[config.mk]
export PLATFORM = sky130hd
export DESIGN_NAME = websocket_frame_deframer
export DESIGN_NICKNAME = d
export VERILOG_FILES = /design/src/rtl/core/wsfd_pkg.sv /design/src/rtl/core/wsfd_parser.sv /design/src/rtl/core/wsfd_out_buf.sv /design/src/rtl/core/websocket_frame_deframer.sv
export VERILOG_INCLUDE_DIRS = /design/src /design/src/rtl/core
export SDC_FILE = /design/constraint.sdc
export NUM_CORES = 1
export LEC_CHECK = 0
export BUFFER_PORTS_ARGS = -buffer_cell sky130_fd_sc_hd__buf_2
export CAP_MARGIN = 20
export CORE_MARGIN = 3
export CORE_UTILIZATION = 31
export CTS_CLUSTER_SIZE = 20
export DETAILED_ROUTE_END_ITERATION = 8
export GPL_TIMING_DRIVEN = 0
export HOLD_SLACK_MARGIN = 0.02
export PLACE_DENSITY = 0.55
export SLEW_MARGIN = 20
export SYNTH_ARGS = -nofsm -noshare
export SYNTH_HDL_FRONTEND = slang
export SYNTH_HIERARCHICAL = 1
export SYNTH_SLANG_ARGS = --single-unit
[constraint.sdc]
create_clock -name clock -period 4.2 [get_ports clock]
set_input_delay 0.21 -clock clock [delete_from_list [all_inputs] [get_ports clock]]
set_output_delay 0.21 -clock clock [all_outputs]
set_load 0.005 [all_outputs]
[src/rtl/core/websocket_frame_deframer_macros.svh]
// ---------------------------------------------------------------------------
// websocket_frame_deframer_macros
// Assertion macros shared by the deframer modules.
// ---------------------------------------------------------------------------
`ifndef WEBSOCKET_FRAME_DEFRAMER_MACROS_SVH
`define WEBSOCKET_FRAME_DEFRAMER_MACROS_SVH
`ifndef SYNTHESIS
`define WSFD_ASSERT(label, clk, rst, prop) \
   label: assert property (@(posedge clk) disable iff (rst) prop) \
      else $error("wsfd assertion failed");
`define WSFD_ASSERT_NEVER(label, clk, rst, expr) \
   label: assert property (@(posedge clk) disable iff (rst) !(expr)) \
      else $error("wsfd assertion failed");
`else
`define WSFD_ASSERT(label, clk, rst, prop)
`define WSFD_ASSERT_NEVER(label, clk, rst, expr)
`endif
`endif

[src/rtl/core/wsfd_pkg.sv]
// ---------------------------------------------------------------------------
// wsfd_pkg
// Types and constants of the websocket frame deframer.
// ---------------------------------------------------------------------------
package wsfd_pkg;

   typedef enum logic [2:0] {
      KIND_DATA  = 3'd0,
      KIND_EMPTY = 3'd1,
      KIND_CLOSE = 3'd2,
      KIND_RSV   = 3'd3,
      KIND_TRUNC = 3'd4,
      KIND_LONG  = 3'd5
   } kind_type;

   localparam logic [3:0] OPC_CLOSE   = 4'h8;
   localparam logic [6:0] LEN_EXT16   = 7'd126;
   localparam logic [6:0] LEN_EXT64   = 7'd127;
   localparam logic [3:0] EXT16_BYTES = 4'd2;
   localparam logic [3:0] EXT64_BYTES = 4'd8;
   localparam logic [3:0] MASK_BYTES  = 4'd4;

   typedef struct packed {
      logic [7:0] rx_byte;
      logic       buffer_end;
   } item_type;

   typedef struct packed {
      kind_type   kind;
      logic [7:0] data;
      logic [3:0] opcode;
      logic       frame_last;
   } rslt_type;

endpackage

[src/rtl/core/wsfd_parser.sv]
// ---------------------------------------------------------------------------
// wsfd_parser
// Frame header parser and payload unmasker, one byte per step.
// ---------------------------------------------------------------------------
`include "websocket_frame_deframer_macros.svh"

module wsfd_parser
   import wsfd_pkg::*;
#(
   parameter int MAX_PAYLOAD = 4096
) (
   input  logic     clock,
   input  logic     reset,
   input  logic     step,
   input  item_type item,
   output logic     res_valid,
   output rslt_type res
);

   localparam logic [15:0] MAX_LEN = 16'(MAX_PAYLOAD);

   typedef enum logic [2:0] {
      PH_FIRST   = 3'd0,
      PH_SECOND  = 3'd1,
      PH_EXTLEN  = 3'd2,
      PH_MASK    = 3'd3,
      PH_PAYLOAD = 3'd4,
      PH_DROP    = 3'd5
   } phase_type;

   phase_type   phase_ff, phase_in;
   logic [3:0]  left_ff, left_in;
   logic [15:0] len_ff, len_in;
   logic        ovf_ff, ovf_in;
   logic [31:0] key_ff, key_in;
   logic        masked_ff, masked_in;
   logic [15:0] idx_ff, idx_in;
   logic [3:0]  opc_ff, opc_in;

   logic       do_after;
   logic       do_hdr;
   logic [7:0] b;
   logic       e;
   logic [7:0] kb;

   always_comb begin
      b         = item.rx_byte;
      e         = item.buffer_end;
      phase_in  = phase_ff;
      left_in   = left_ff;
      len_in    = len_ff;
      ovf_in    = ovf_ff;
      key_in    = key_ff;
      masked_in = masked_ff;
      idx_in    = idx_ff;
      opc_in    = opc_ff;
      do_after  = 1'b0;
      do_hdr    = 1'b0;
      res_valid = 1'b0;
      res.kind  = KIND_DATA;
      res.data  = 8'h00;
      res.frame_last = 1'b0;
      // key byte for this payload position, first key byte at index 0 mod 4
      kb = 8'(key_ff >> {~idx_ff[1:0], 3'b000});

      unique case (phase_ff)
         PH_FIRST: begin
            opc_in    = b[3:0];
            len_in    = 16'h0000;
            ovf_in    = 1'b0;
            key_in    = 32'h0;
            masked_in = 1'b0;
            idx_in    = 16'h0000;
            left_in   = 4'h0;
            if (e) begin
               phase_in = PH_FIRST;
               res_valid = 1'b1;
               res.kind = KIND_TRUNC;
               res.frame_last = 1'b1;
            end else if (b[3:0] == OPC_CLOSE) begin
               phase_in = PH_DROP;
               res_valid = 1'b1;
               res.kind = KIND_CLOSE;
               res.frame_last = 1'b1;
            end else if (b[6:4] != 3'b000) begin
               phase_in = PH_DROP;
               res_valid = 1'b1;
               res.kind = KIND_RSV;
               res.frame_last = 1'b1;
            end else begin
               phase_in = PH_SECOND;
            end
         end
         PH_SECOND: begin
            masked_in = b[7];
            if (b[6:0] == LEN_EXT16 || b[6:0] == LEN_EXT64) begin
               left_in  = (b[6:0] == LEN_EXT16) ? EXT16_BYTES : EXT64_BYTES;
               phase_in = PH_EXTLEN;
               if (e) begin
                  phase_in = PH_FIRST;
                  res_valid = 1'b1;
                  res.kind = KIND_TRUNC;
                  res.frame_last = 1'b1;
               end
            end else begin
               len_in   = {9'b0, b[6:0]};
               do_after = 1'b1;
            end
         end
         PH_EXTLEN: begin
            // bits shifted out of the 16-bit window mean the length is too big
            if (len_ff[15:8] != 8'h00) begin
               ovf_in = 1'b1;
            end
            len_in  = {len_ff[7:0], b};
            left_in = left_ff - 4'd1;
            if (left_in == 4'h0) begin
               do_after = 1'b1;
            end else if (e) begin
               phase_in = PH_FIRST;
               res_valid = 1'b1;
               res.kind = KIND_TRUNC;
               res.frame_last = 1'b1;
            end
         end
         PH_MASK: begin
            key_in  = {key_ff[23:0], b};
            left_in = left_ff - 4'd1;
            if (left_in == 4'h0) begin
               do_hdr = 1'b1;
            end else if (e) begin
               phase_in = PH_FIRST;
               res_valid = 1'b1;
               res.kind = KIND_TRUNC;
               res.frame_last = 1'b1;
            end
         end
         PH_PAYLOAD: begin
            idx_in = idx_ff + 16'd1;
            res_valid = 1'b1;
            if (idx_in >= len_ff) begin
               phase_in = e ? PH_FIRST : PH_DROP;
               res.kind = KIND_DATA;
               res.data = b ^ kb;
               res.frame_last = 1'b1;
            end else if (e) begin
               phase_in = PH_FIRST;
               res.kind = KIND_TRUNC;
               res.frame_last = 1'b1;
            end else begin
               res.kind = KIND_DATA;
               res.data = b ^ kb;
            end
         end
         PH_DROP: begin
            if (e) begin
               phase_in = PH_FIRST;
            end
         end
         default: begin
            phase_in = PH_FIRST;
         end
      endcase

      if (do_after) begin
         if (masked_in) begin
            left_in  = MASK_BYTES;
            phase_in = PH_MASK;
            if (e) begin
               phase_in = PH_FIRST;
               res_valid = 1'b1;
               res.kind = KIND_TRUNC;
               res.frame_last = 1'b1;
            end
         end else begin
            do_hdr = 1'b1;
         end
      end

      if (do_hdr) begin
         if (len_in > MAX_LEN) begin
            ovf_in = 1'b1;
         end
         idx_in = 16'h0000;
         if (ovf_in) begin
            phase_in = e ? PH_FIRST : PH_DROP;
            res_valid = 1'b1;
            res.kind = KIND_LONG;
            res.frame_last = 1'b1;
         end else if (len_in == 16'h0000) begin
            phase_in = e ? PH_FIRST : PH_DROP;
            res_valid = 1'b1;
            res.kind = KIND_EMPTY;
            res.frame_last = 1'b1;
         end else if (e) begin
            phase_in = PH_FIRST;
            res_valid = 1'b1;
            res.kind = KIND_TRUNC;
            res.frame_last = 1'b1;
         end else begin
            phase_in = PH_PAYLOAD;
         end
      end

      res.opcode = opc_in;
   end

   always_ff @(posedge clock) begin
      if (reset) begin
         phase_ff  <= PH_FIRST;
         left_ff   <= 4'h0;
         len_ff    <= 16'h0000;
         ovf_ff    <= 1'b0;
         key_ff    <= 32'h0;
         masked_ff <= 1'b0;
         idx_ff    <= 16'h0000;
         opc_ff    <= 4'h0;
      end else if (step) begin
         phase_ff  <= phase_in;
         left_ff   <= left_in;
         len_ff    <= len_in;
         ovf_ff    <= ovf_in;
         key_ff    <= key_in;
         masked_ff <= masked_in;
         idx_ff    <= idx_in;
         opc_ff    <= opc_in;
      end
   end

   `WSFD_ASSERT(a_idx_in_range, clock, reset, phase_ff == PH_PAYLOAD |-> idx_ff < len_ff)
   `WSFD_ASSERT(a_len_limit, clock, reset, phase_ff == PH_PAYLOAD |-> len_ff <= MAX_LEN && !ovf_ff)
   `WSFD_ASSERT(a_hdr_count, clock, reset, phase_ff == PH_EXTLEN || phase_ff == PH_MASK |-> left_ff != 4'h0)

endmodule

[src/rtl/core/wsfd_out_buf.sv]
// ---------------------------------------------------------------------------
// wsfd_out_buf
// Result register between the parser and the result channel.
// ---------------------------------------------------------------------------
module wsfd_out_buf
   import wsfd_pkg::*;
(
   input  logic     clock,
   input  logic     reset,
   input  logic     load,
   input  rslt_type load_rslt,
   output logic     free,
   input  logic     rsp_ready,
   output logic     rsp_valid,
   output rslt_type rsp_rslt
);

   logic     valid_ff, valid_in;
   rslt_type rslt_ff;

   assign free     = !valid_ff || rsp_ready;
   assign valid_in = load || (valid_ff && !rsp_ready);

   always_ff @(posedge clock) begin
      if (reset) begin
         valid_ff <= 1'b0;
      end else begin
         valid_ff <= valid_in;
      end
   end

   always_ff @(posedge clock) begin
      if (load) begin
         rslt_ff <= load_rslt;
      end
   end

   assign rsp_valid = valid_ff;
   assign rsp_rslt  = rslt_ff;

endmodule

[src/rtl/core/websocket_frame_deframer.sv]
// ---------------------------------------------------------------------------
// websocket_frame_deframer
// Receive-side websocket frame parser: header, extended length, mask key,
// unmasked payload bytes and frame status results.
// ---------------------------------------------------------------------------
//  channel  direction  ports
//  req      in         req_valid req_ready req_rx_byte req_buffer_end
//  rsp      out        rsp_valid rsp_ready rsp_kind rsp_data rsp_opcode rsp_frame_last
//
//  one item per cycle while the result register is free or rsp_ready is high; a
//  result passes from the input register through the parser into the result register
//  items that cause no result pass through the input register and vanish
//  synchronous reset returns the parser to the first header byte
//  rsp_ready low holds the result; req_ready drops once the input register
//  also holds an item
// ---------------------------------------------------------------------------
`include "websocket_frame_deframer_macros.svh"

module websocket_frame_deframer
   import wsfd_pkg::*;
#(
   parameter int MAX_PAYLOAD = 4096
) (
   input  logic       clock,
   input  logic       reset,
   input  logic       req_valid,
   output logic       req_ready,
   input  logic [7:0] req_rx_byte,
   input  logic       req_buffer_end,
   output logic       rsp_valid,
   input  logic       rsp_ready,
   output logic [2:0] rsp_kind,
   output logic [7:0] rsp_data,
   output logic [3:0] rsp_opcode,
   output logic       rsp_frame_last
);

   logic     in_valid_ff, in_valid_in;
   item_type in_item_ff;
   logic     out_free;
   logic     advance;
   logic     req_fire;
   logic     res_valid;
   rslt_type res;
   rslt_type out_rslt;

   assign advance     = in_valid_ff && out_free;
   assign req_ready   = !in_valid_ff || out_free;
   assign req_fire    = req_valid && req_ready;
   assign in_valid_in = req_fire || (in_valid_ff && !advance);

   always_ff @(posedge clock) begin
      if (reset) begin
         in_valid_ff <= 1'b0;
      end else begin
         in_valid_ff <= in_valid_in;
      end
   end

   always_ff @(posedge clock) begin
      if (req_fire) begin
         in_item_ff.rx_byte    <= req_rx_byte;
         in_item_ff.buffer_end <= req_buffer_end;
      end
   end

   wsfd_parser #(
      .MAX_PAYLOAD(MAX_PAYLOAD)
   ) u_parser (
      .clock    (clock),
      .reset    (reset),
      .step     (advance),
      .item     (in_item_ff),
      .res_valid(res_valid),
      .res      (res)
   );

   wsfd_out_buf u_out_buf (
      .clock    (clock),
      .reset    (reset),
      .load     (advance && res_valid),
      .load_rslt(res),
      .free     (out_free),
      .rsp_ready(rsp_ready),
      .rsp_valid(rsp_valid),
      .rsp_rslt (out_rslt)
   );

   assign rsp_kind       = out_rslt.kind;
   assign rsp_data       = out_rslt.data;
   assign rsp_opcode     = out_rslt.opcode;
   assign rsp_frame_last = out_rslt.frame_last;

   `WSFD_ASSERT(a_data_zero, clock, reset, rsp_valid && rsp_kind != KIND_DATA |-> rsp_data == 8'h00)
   `WSFD_ASSERT(a_mid_is_data, clock, reset, rsp_valid && !rsp_frame_last |-> rsp_kind == KIND_DATA)
   `WSFD_ASSERT(a_stall_only, clock, reset, !req_ready |-> rsp_valid && !rsp_ready)

endmodule
==> results of run 1 <==
## critical path, cell delays in order, from the launching register on
cell,delay (ns)
dfxtp_2,0.39
ha_2,0.23
and3_1,0.20
and3_1,0.25
and3_1,0.26
and3_1,0.16
buf_2,0.15
nand3_1,0.12
xnor2_2,0.18
ha_1,0.32
a2111oi_0,0.39
o21ai_1,0.18
a221oi_2,0.32
a21o_2,0.32
nor2_1,0.10
## where the power goes
part	switching, mW	internal, mW
logic	0.147	0.0713
clock network	0.414	0.450
registers	0.0171	1.05
## logic make-up (layout without fill, tap and decap cells)
group,after synthesis,in the layout
XOR/XNOR,23,23
multiplexers,13,13
adder cells (fa/ha/maj),19,19
AND/OR/NAND/NOR,216,216
flip-flops,104,104
buffers and inverters,67,121
AO/OA/AOI/OAI,167,167
## sequential cells by signal (all words and copies together), names as in the netlist
name,count
u_parser/len_ff,16
u_parser/left_ff,4
u_parser/ovf_ff,1
u_parser/key_ff,32
u_parser/masked_ff,1
u_parser/phase_ff,3
in_item_ff,9
in_valid_ff,1
u_parser/opc_ff,4
u_parser/idx_ff,16
u_out_buf/rsp_valid,1
u_out_buf/rsp_rslt,16
## per-stage QoR
step	setup slack, ns	hold WS, ns	util	instance area, sq um	TNS [ns]
2_1_floorplan	0.747	0.272	-	5440	0
3_3_place_gp	0.00737	0.387	0.348	5870	0
3_5_place_dp	-0.0234	0.388	0.348	5870	-0.0338
4_1_cts	0.0703	0.0264	0.370	6250	0
5_1_grt	0.0248	0.0301	0.371	6270	0
6_report	0.363	0.0335	0.371	6270	0
## repair_timing
action | in CTS | in global routing
pin swaps | 0 | 0
endpoints found under the setup margin | 8 | 11
buffers inserted | 0 | 0
gates resized for setup | 1 | 5
hold buffers | 8 | 0
hold endpoints to repair | 8 | 0
gates cloned | 0 | 0
## layout make-up
type,count,area (sq um),area share
clock buffer,11,254,0.0405
multi-input combinational,438,2860,0.456
tap,220,275,0.0439
inverter,27,101,0.0162
sequential,104,2330,0.372
buffer,40,168,0.0268
timing repair buffer,38,230,0.0367
clock inverter,5,46.3,0.00739
## routing by layer
layer  track usage  wire length [microns]  share of wire  vias up
met4        0.0530                    227          0.015        0
met1         0.215                   7120           0.46     2325
met2         0.259                   7180           0.46      165
met5             0                      0              0        -
li1              -                      -              -     2309
met3        0.0473                   1080          0.069       17
## path summary, 6_finish.rpt
path                                    startpoint                    end  slack, ns  cells after the start
worst max-delay path            u_parser/idx_ff[0]  u_out_buf/rsp_rslt[9]       0.36                     14
worst min-delay path                req_rx_byte[1]          in_item_ff[2]       0.03                      1
worst max register to register  u_parser/idx_ff[0]  u_out_buf/rsp_rslt[9]       0.36                     14
worst min register to register     u_parser/ovf_ff        u_parser/ovf_ff       0.49                      2
## layout by cell type (no fill, tap or decap), types with 4 or more instances in the layout
| master | n |
|---|---|
| mux4_2 | 8 |
| nor2_1 | 80 |
| a22oi_1 | 47 |
| nand4_1 | 6 |
| nand3_1 | 21 |
| inv_1 | 26 |
| o21ai_0 | 42 |
| and3_1 | 10 |
| dfxtp_1 | 78 |
| a21oi_1 | 21 |
| mux2i_1 | 5 |
| o31ai_1 | 5 |
| a31o_2 | 4 |
| o21a_1 | 4 |
| xnor2_1 | 15 |
| clkbuf_1 | 31 |
| buf_2 | 37 |
| xor2_1 | 7 |
| edfxtp_1 | 25 |
| nand2b_1 | 11 |
| nor2b_1 | 10 |
| nor3_1 | 14 |
| dlygate4sd3_1 | 8 |
| ha_1 | 18 |
| clkbuf_16 | 10 |
| a21o_1 | 6 |
| nand2_1 | 40 |
==> results.tsv, run 1 <==
stage	metric	value	unit
synth	Post-Syn Instances	609	
synth	Yosys cell types	66	
global_route	pin count of the biggest net entering global routing	20	
sta	RSZ-0062 raised after global routing	false	
clocking	H-tree Lvls	3	
synth	mux cell area share after synthesis	0.0423	
synth	Synth Cell Area	5440	sq um
clocking	CTS tree	yes	
global_route	first-pass GRT wire length	25.3	mm
die	die width	139	microns
die	Site Rows	47	
synth	compound-cell area share of the yosys netlist	0.206	
synth	Seq/Total Area, Yosys	0.429	
placement	# port buffers	30	
die	I/O pin total	31	
final_layout	layout cell share with drive strength beyond 1	0.131	
placement	HPWL after DPL	11.0	mm
drt	Vias	4816	
synth	syn_area_per_cell	8.94	sq um
die	die height	139	microns
drt	routed length per instance	17.7	microns
synth	post-synth top area cell	dfxtp_1	
power_and_ir_drop	PwrDens	343	nW/um^2
synth	synth cell count leaders	80 x nor2_1, 79 x dfxtp_1, 47 x a22oi_1, 43 x o21ai_0, 40 x nand2_1	
sta	normalized max-slew margin	0.503	
synth	area share of xor/xnor cells in the synthesized design	0.0370	
synth	post-synth top area share	0.291	
clocking	clk_lat worst skew	0.36	ns
drt	Initial DRC Count	387	
sta	final slew viol count	0	
synth	Post-synth EDFFs	25	
drt	Post-Route WL	15.6	mm
power_and_ir_drop	Leak	2.34	nW
die	Placeable Area	16900	sq um
setup_path	CP arrival	3.94	ns
global_route	Total GRT Usage	0.163	
power_and_ir_drop	Design Power	2.15	mW
drt	DRT Pass-1 Iters	5	
run_status	status	complete, no violations	
synth	post-synthesis async set-or-reset flop share	0	
final_layout	Layout Area Growth over Synthesis	15.1	%
synth	flops & latches, synth	104	
global_route	initial antenna violation count	0	
clocking	CTS buffer count	9	
die	Starting Density	0.322	
synth	simple-gate area share of the yosys netlist	0.193	
hold_path	Worst Hold Class	input pin to flop	
final_layout	final cell count without fillers	883	
power_and_ir_drop	worst vdd ir	0.209	mV
synth	Synth area leaders	dfxtp_1 29%, edfxtp_1 14%, a22oi_1 6.5%	
clocking	Clock Sinks	104	
clocking	clock transition at the registers of the reported paths	0.08	ns
drt	Via density	5.45	
synth	net count of the mapped netlist	641	
synth	YS warnings	6	
final_layout	nets	690	
clocking	CTS Buffer Depth	2	
setup_path	CP Class	flop to flop	
die	die area	19200	sq um
synth	main combinational cell family by area after synthesis	compound AO/OA/AOI/OAI gates	
sta	Max Freq	0.261	GHz
global_route	remaining global-route overflow	0	
setup_path	Worst setup EP type	flop	
drt	DRC viols	0	
sta	Worst-Margin Slew	0.745	ns
flow_run	number of max-cap violations	0	
setup_path	CP Data Required Time	4.30	ns
placement	routability cong.	0.882	
sta	period utilization	0.914	
setup_path	CP Max Fanout	8	
drt	Post-DRT Antenna Nets	0	
sta	Setup violations, final	0	
sta	final hold violations	0	
clocking	clock root buffer	clkbuf_16	
sta	Final Skew	0.0117	ns
synth	Adder-Cell Fraction of Synth Area	0.0437	
setup_path	CP startpoint kind	flop	
synth	ys flop type	dfxtp_1	
final_layout	fill cell count	1746	
synth	top-count cell post-synth	nor2_1	
placement	placed insts	859	
final_layout	antenna fix cells	0	
global_route	vias in the first global route	4724	
sta	min Tclk post-route	3.84	ns
(Power assumes the default switching activity.)
==> run 2: changes to the inputs <==
--- a/config.mk
+++ b/config.mk
@@ -15,6 +15,7 @@
 export GPL_TIMING_DRIVEN = 0
 export HOLD_SLACK_MARGIN = 0.02
 export PLACE_DENSITY = 0.55
+export REMOVE_ABC_BUFFERS = 1
 export SLEW_MARGIN = 20
 export SYNTH_ARGS = -nofsm -noshare
 export SYNTH_HDL_FRONTEND = slang
==> run 2 against run 1 <==
Net effect:
- global-route usage shrank 2.1 points
- sequential power is essentially flat
- cell count shrank 4.9%
- clock power shrank 6.2%
- critical path depth shrank 1
- sequential share of layout area grew 1.4 points
- count of clock-buffer cells in the layout is the same
- final area shrank 3.3%
- flip-flop and latch count is the same
- critical path type unchanged
- largest power group unchanged
==> results.tsv, run 2 (synthesis gave the netlist of run 1 again) <==
stage	metric	value	unit
run_status	status	complete, no violations	
power_and_ir_drop	PwrDens	342	nW/um^2
die	die area	19200	sq um
global_route	pin count of the biggest net entering global routing	82	
die	I/O pin total	31	
drt	Vias	4602	
final_layout	Biggest register	u_parser/key_ff	
final_layout	most common cell after layout, fill and taps aside	nor2_1	
clocking	clock root buffer	clkbuf_16	
clocking	Clock Sinks	104	
die	die width	139	microns
power_and_ir_drop	sequential fraction of design power	0.521	
clocking	H-tree Lvls	3	
final_layout	Largest register FFs	32	
drt	routed length per instance	16.5	microns
setup_path	CP arrival	4.03	ns
sta	final slew viol count	0	
setup_path	CP cell instances	ha_1, and3_1, and3_1, and3_1, and3_2, nand3_1, xnor2_2, ha_1, a2111oi_2, o21ai_1, a221oi_2, a21o_2, nor2_1	
sta	final hold violations	0	
sta	period utilization	0.937	
global_route	Total GRT Usage	0.142	
setup_path	CP startpoint kind	flop	
global_route	initial antenna violation count	0	
drt	Initial DRC Count	404	
drt	DRT Pass-1 Iters	5	
drt	DRC viols	0	
clocking	clk_lat worst skew	0.35	ns
power_and_ir_drop	worst vdd ir	0.255	mV
clocking	clock transition at the registers of the reported paths	0.07	ns
power_and_ir_drop	clock group share of total power	0.391	
setup_path	CP Class	flop to flop	
power_and_ir_drop	net load switching power	0.549	mW
setup_path	Worst setup EP type	flop	
final_layout	layout cell share with drive strength beyond 1	0.132	
drt	Post-Route WL	13.8	mm
setup_path	Buf/Inv on CP	0	
final_layout	commonest cells after routing, fill and taps aside	80 x nor2_1, 77 x dfxtp_1, 47 x a22oi_1	
sta	Setup violations, final	0	
power_and_ir_drop	combinational power share	0.087	
setup_path	CP Max Fanout	12	
sta	min Tclk post-route	3.94	ns
power_and_ir_drop	Int Power	1.52	mW
drt	Post-DRT Antenna Nets	0	
final_layout	design area	6060	sq um
setup_path	CP Data Required Time	4.30	ns
final_layout	fill cell count	1731	
setup_path	CP peak stage delay	0.47	ns
setup_path	Slowest cell on crit path	dfxtp_4	
setup_path	Top cell by count, worst path	and3_1	
global_route	first-pass GRT wire length	22.4	mm
clocking	CTS Buffer Depth	2	
final_layout	nets	647	
die	Starting Density	0.322	
drt	Via density	5.48	
final_layout	Util after Layout	0.359	
setup_path	CP top delay family	simple AND/OR/NAND/NOR gates	
flow_run	number of max-cap violations	0	
clocking	CTS buffer count	9	
die	Site Rows	47	
placement	routability cong.	0.866	
sta	Final Skew	0.0109	ns
sta	Min Hold Slack	0.0325	ns
hold_path	Worst Hold Class	input pin to flop	
sta	normalized max-slew margin	0.376	
sta	Worst-Margin Slew	0.934	ns
die	Placeable Area	16900	sq um
power_and_ir_drop	Sw Share	0.265	
die	die height	139	microns
sta	RSZ-0062 raised after global routing	false	
placement	Post-DP Area	5700	sq um
final_layout	antenna fix cells	0	
sta	Max Freq	0.254	GHz
power_and_ir_drop	Leak	2.24	nW
global_route	remaining global-route overflow	0	
clocking	CTS tree	yes	
placement	# port buffers	30	
final_layout	Layout Area Growth over Synthesis	11.4	%
placement	HPWL after DPL	9.22	mm
global_route	vias in the first global route	4350	
[run 2: worst paths after layout]
| check | depth (start not counted) | from | to | slack, ns |
|---|---|---|---|---|
| worst max register to register | 13 | u_parser/idx_ff[1] | u_out_buf/rsp_rslt[10] | 0.26 |
| worst min register to register | 2 | u_parser/ovf_ff | u_parser/ovf_ff | 0.50 |
| worst min-delay path | 1 | req_rx_byte[1] | in_item_ff[2] | 0.03 |
| worst max-delay path | 13 | u_parser/idx_ff[1] | u_out_buf/rsp_rslt[10] | 0.26 |
[run 2: metrics by stage]
stage	setup TNS (ns)	worst slack, ns	cells	total power, mW
2_1_floorplan	0	0.464	569	1.20
3_3_place_gp	-3.57	-0.437	819	1.28
3_5_place_dp	-4.97	-0.554	819	1.28
4_1_cts	0	0.0568	838	2.09
5_1_grt	0	0.00486	840	2.16
6_report	0	0.263	840	2.07
[run 2: power by group through the flow]
stage	registers, mW	logic (mW)	clock network (mW)
after detailed placement	1.10	0.176	0
after CTS	1.08	0.179	0.831
after global routing	1.08	0.200	0.879
after global placement	1.10	0.172	0
after floorplan	1.09	0.107	0
final	1.08	0.181	0.811
[run 2: worst reg2reg max path, stage by stage, from the launching register on]
cell       delay [ns]
dfxtp_4          0.47
ha_1             0.26
and3_1           0.22
and3_1           0.24
and3_1           0.26
and3_2           0.27
nand3_1          0.13
xnor2_2          0.18
ha_1             0.34
a2111oi_2        0.38
o21ai_1          0.18
a221oi_2         0.34
a21o_2           0.32
nor2_1           0.11
[run 2: layout make-up]
cell class	count	area, sq um	area share
Inverter	27	101	0.0167
Timing Repair Buffer	35	198	0.0326
Multi-Input combinational cell	438	2870	0.473
Clock inverter	5	51.3	0.00846
Clock buffer	11	233	0.0384
Tap cell	220	275	0.0454
Sequential cell	104	2340	0.386
[run 2: per-layer routing]
layer	share of wire	track usage	routed length [microns]	up-vias
met5	0	0	0	-
met4	0.019	0.0593	269	0
met3	0.048	0.0218	662	21
met2	0.46	0.227	6420	130
met1	0.47	0.193	6480	2237
li1	-	-	-	2214
[run 2: repair_timing]
action | 4_1_cts | 5_1_grt
gates cloned | 0 | 0
hold buffers | 3 | 0
endpoints found under the hold margin | 3 | 0
gates resized for setup | 6 | 5
setup endpoints to repair | 11 | 11
setup buffers | 0 | 2
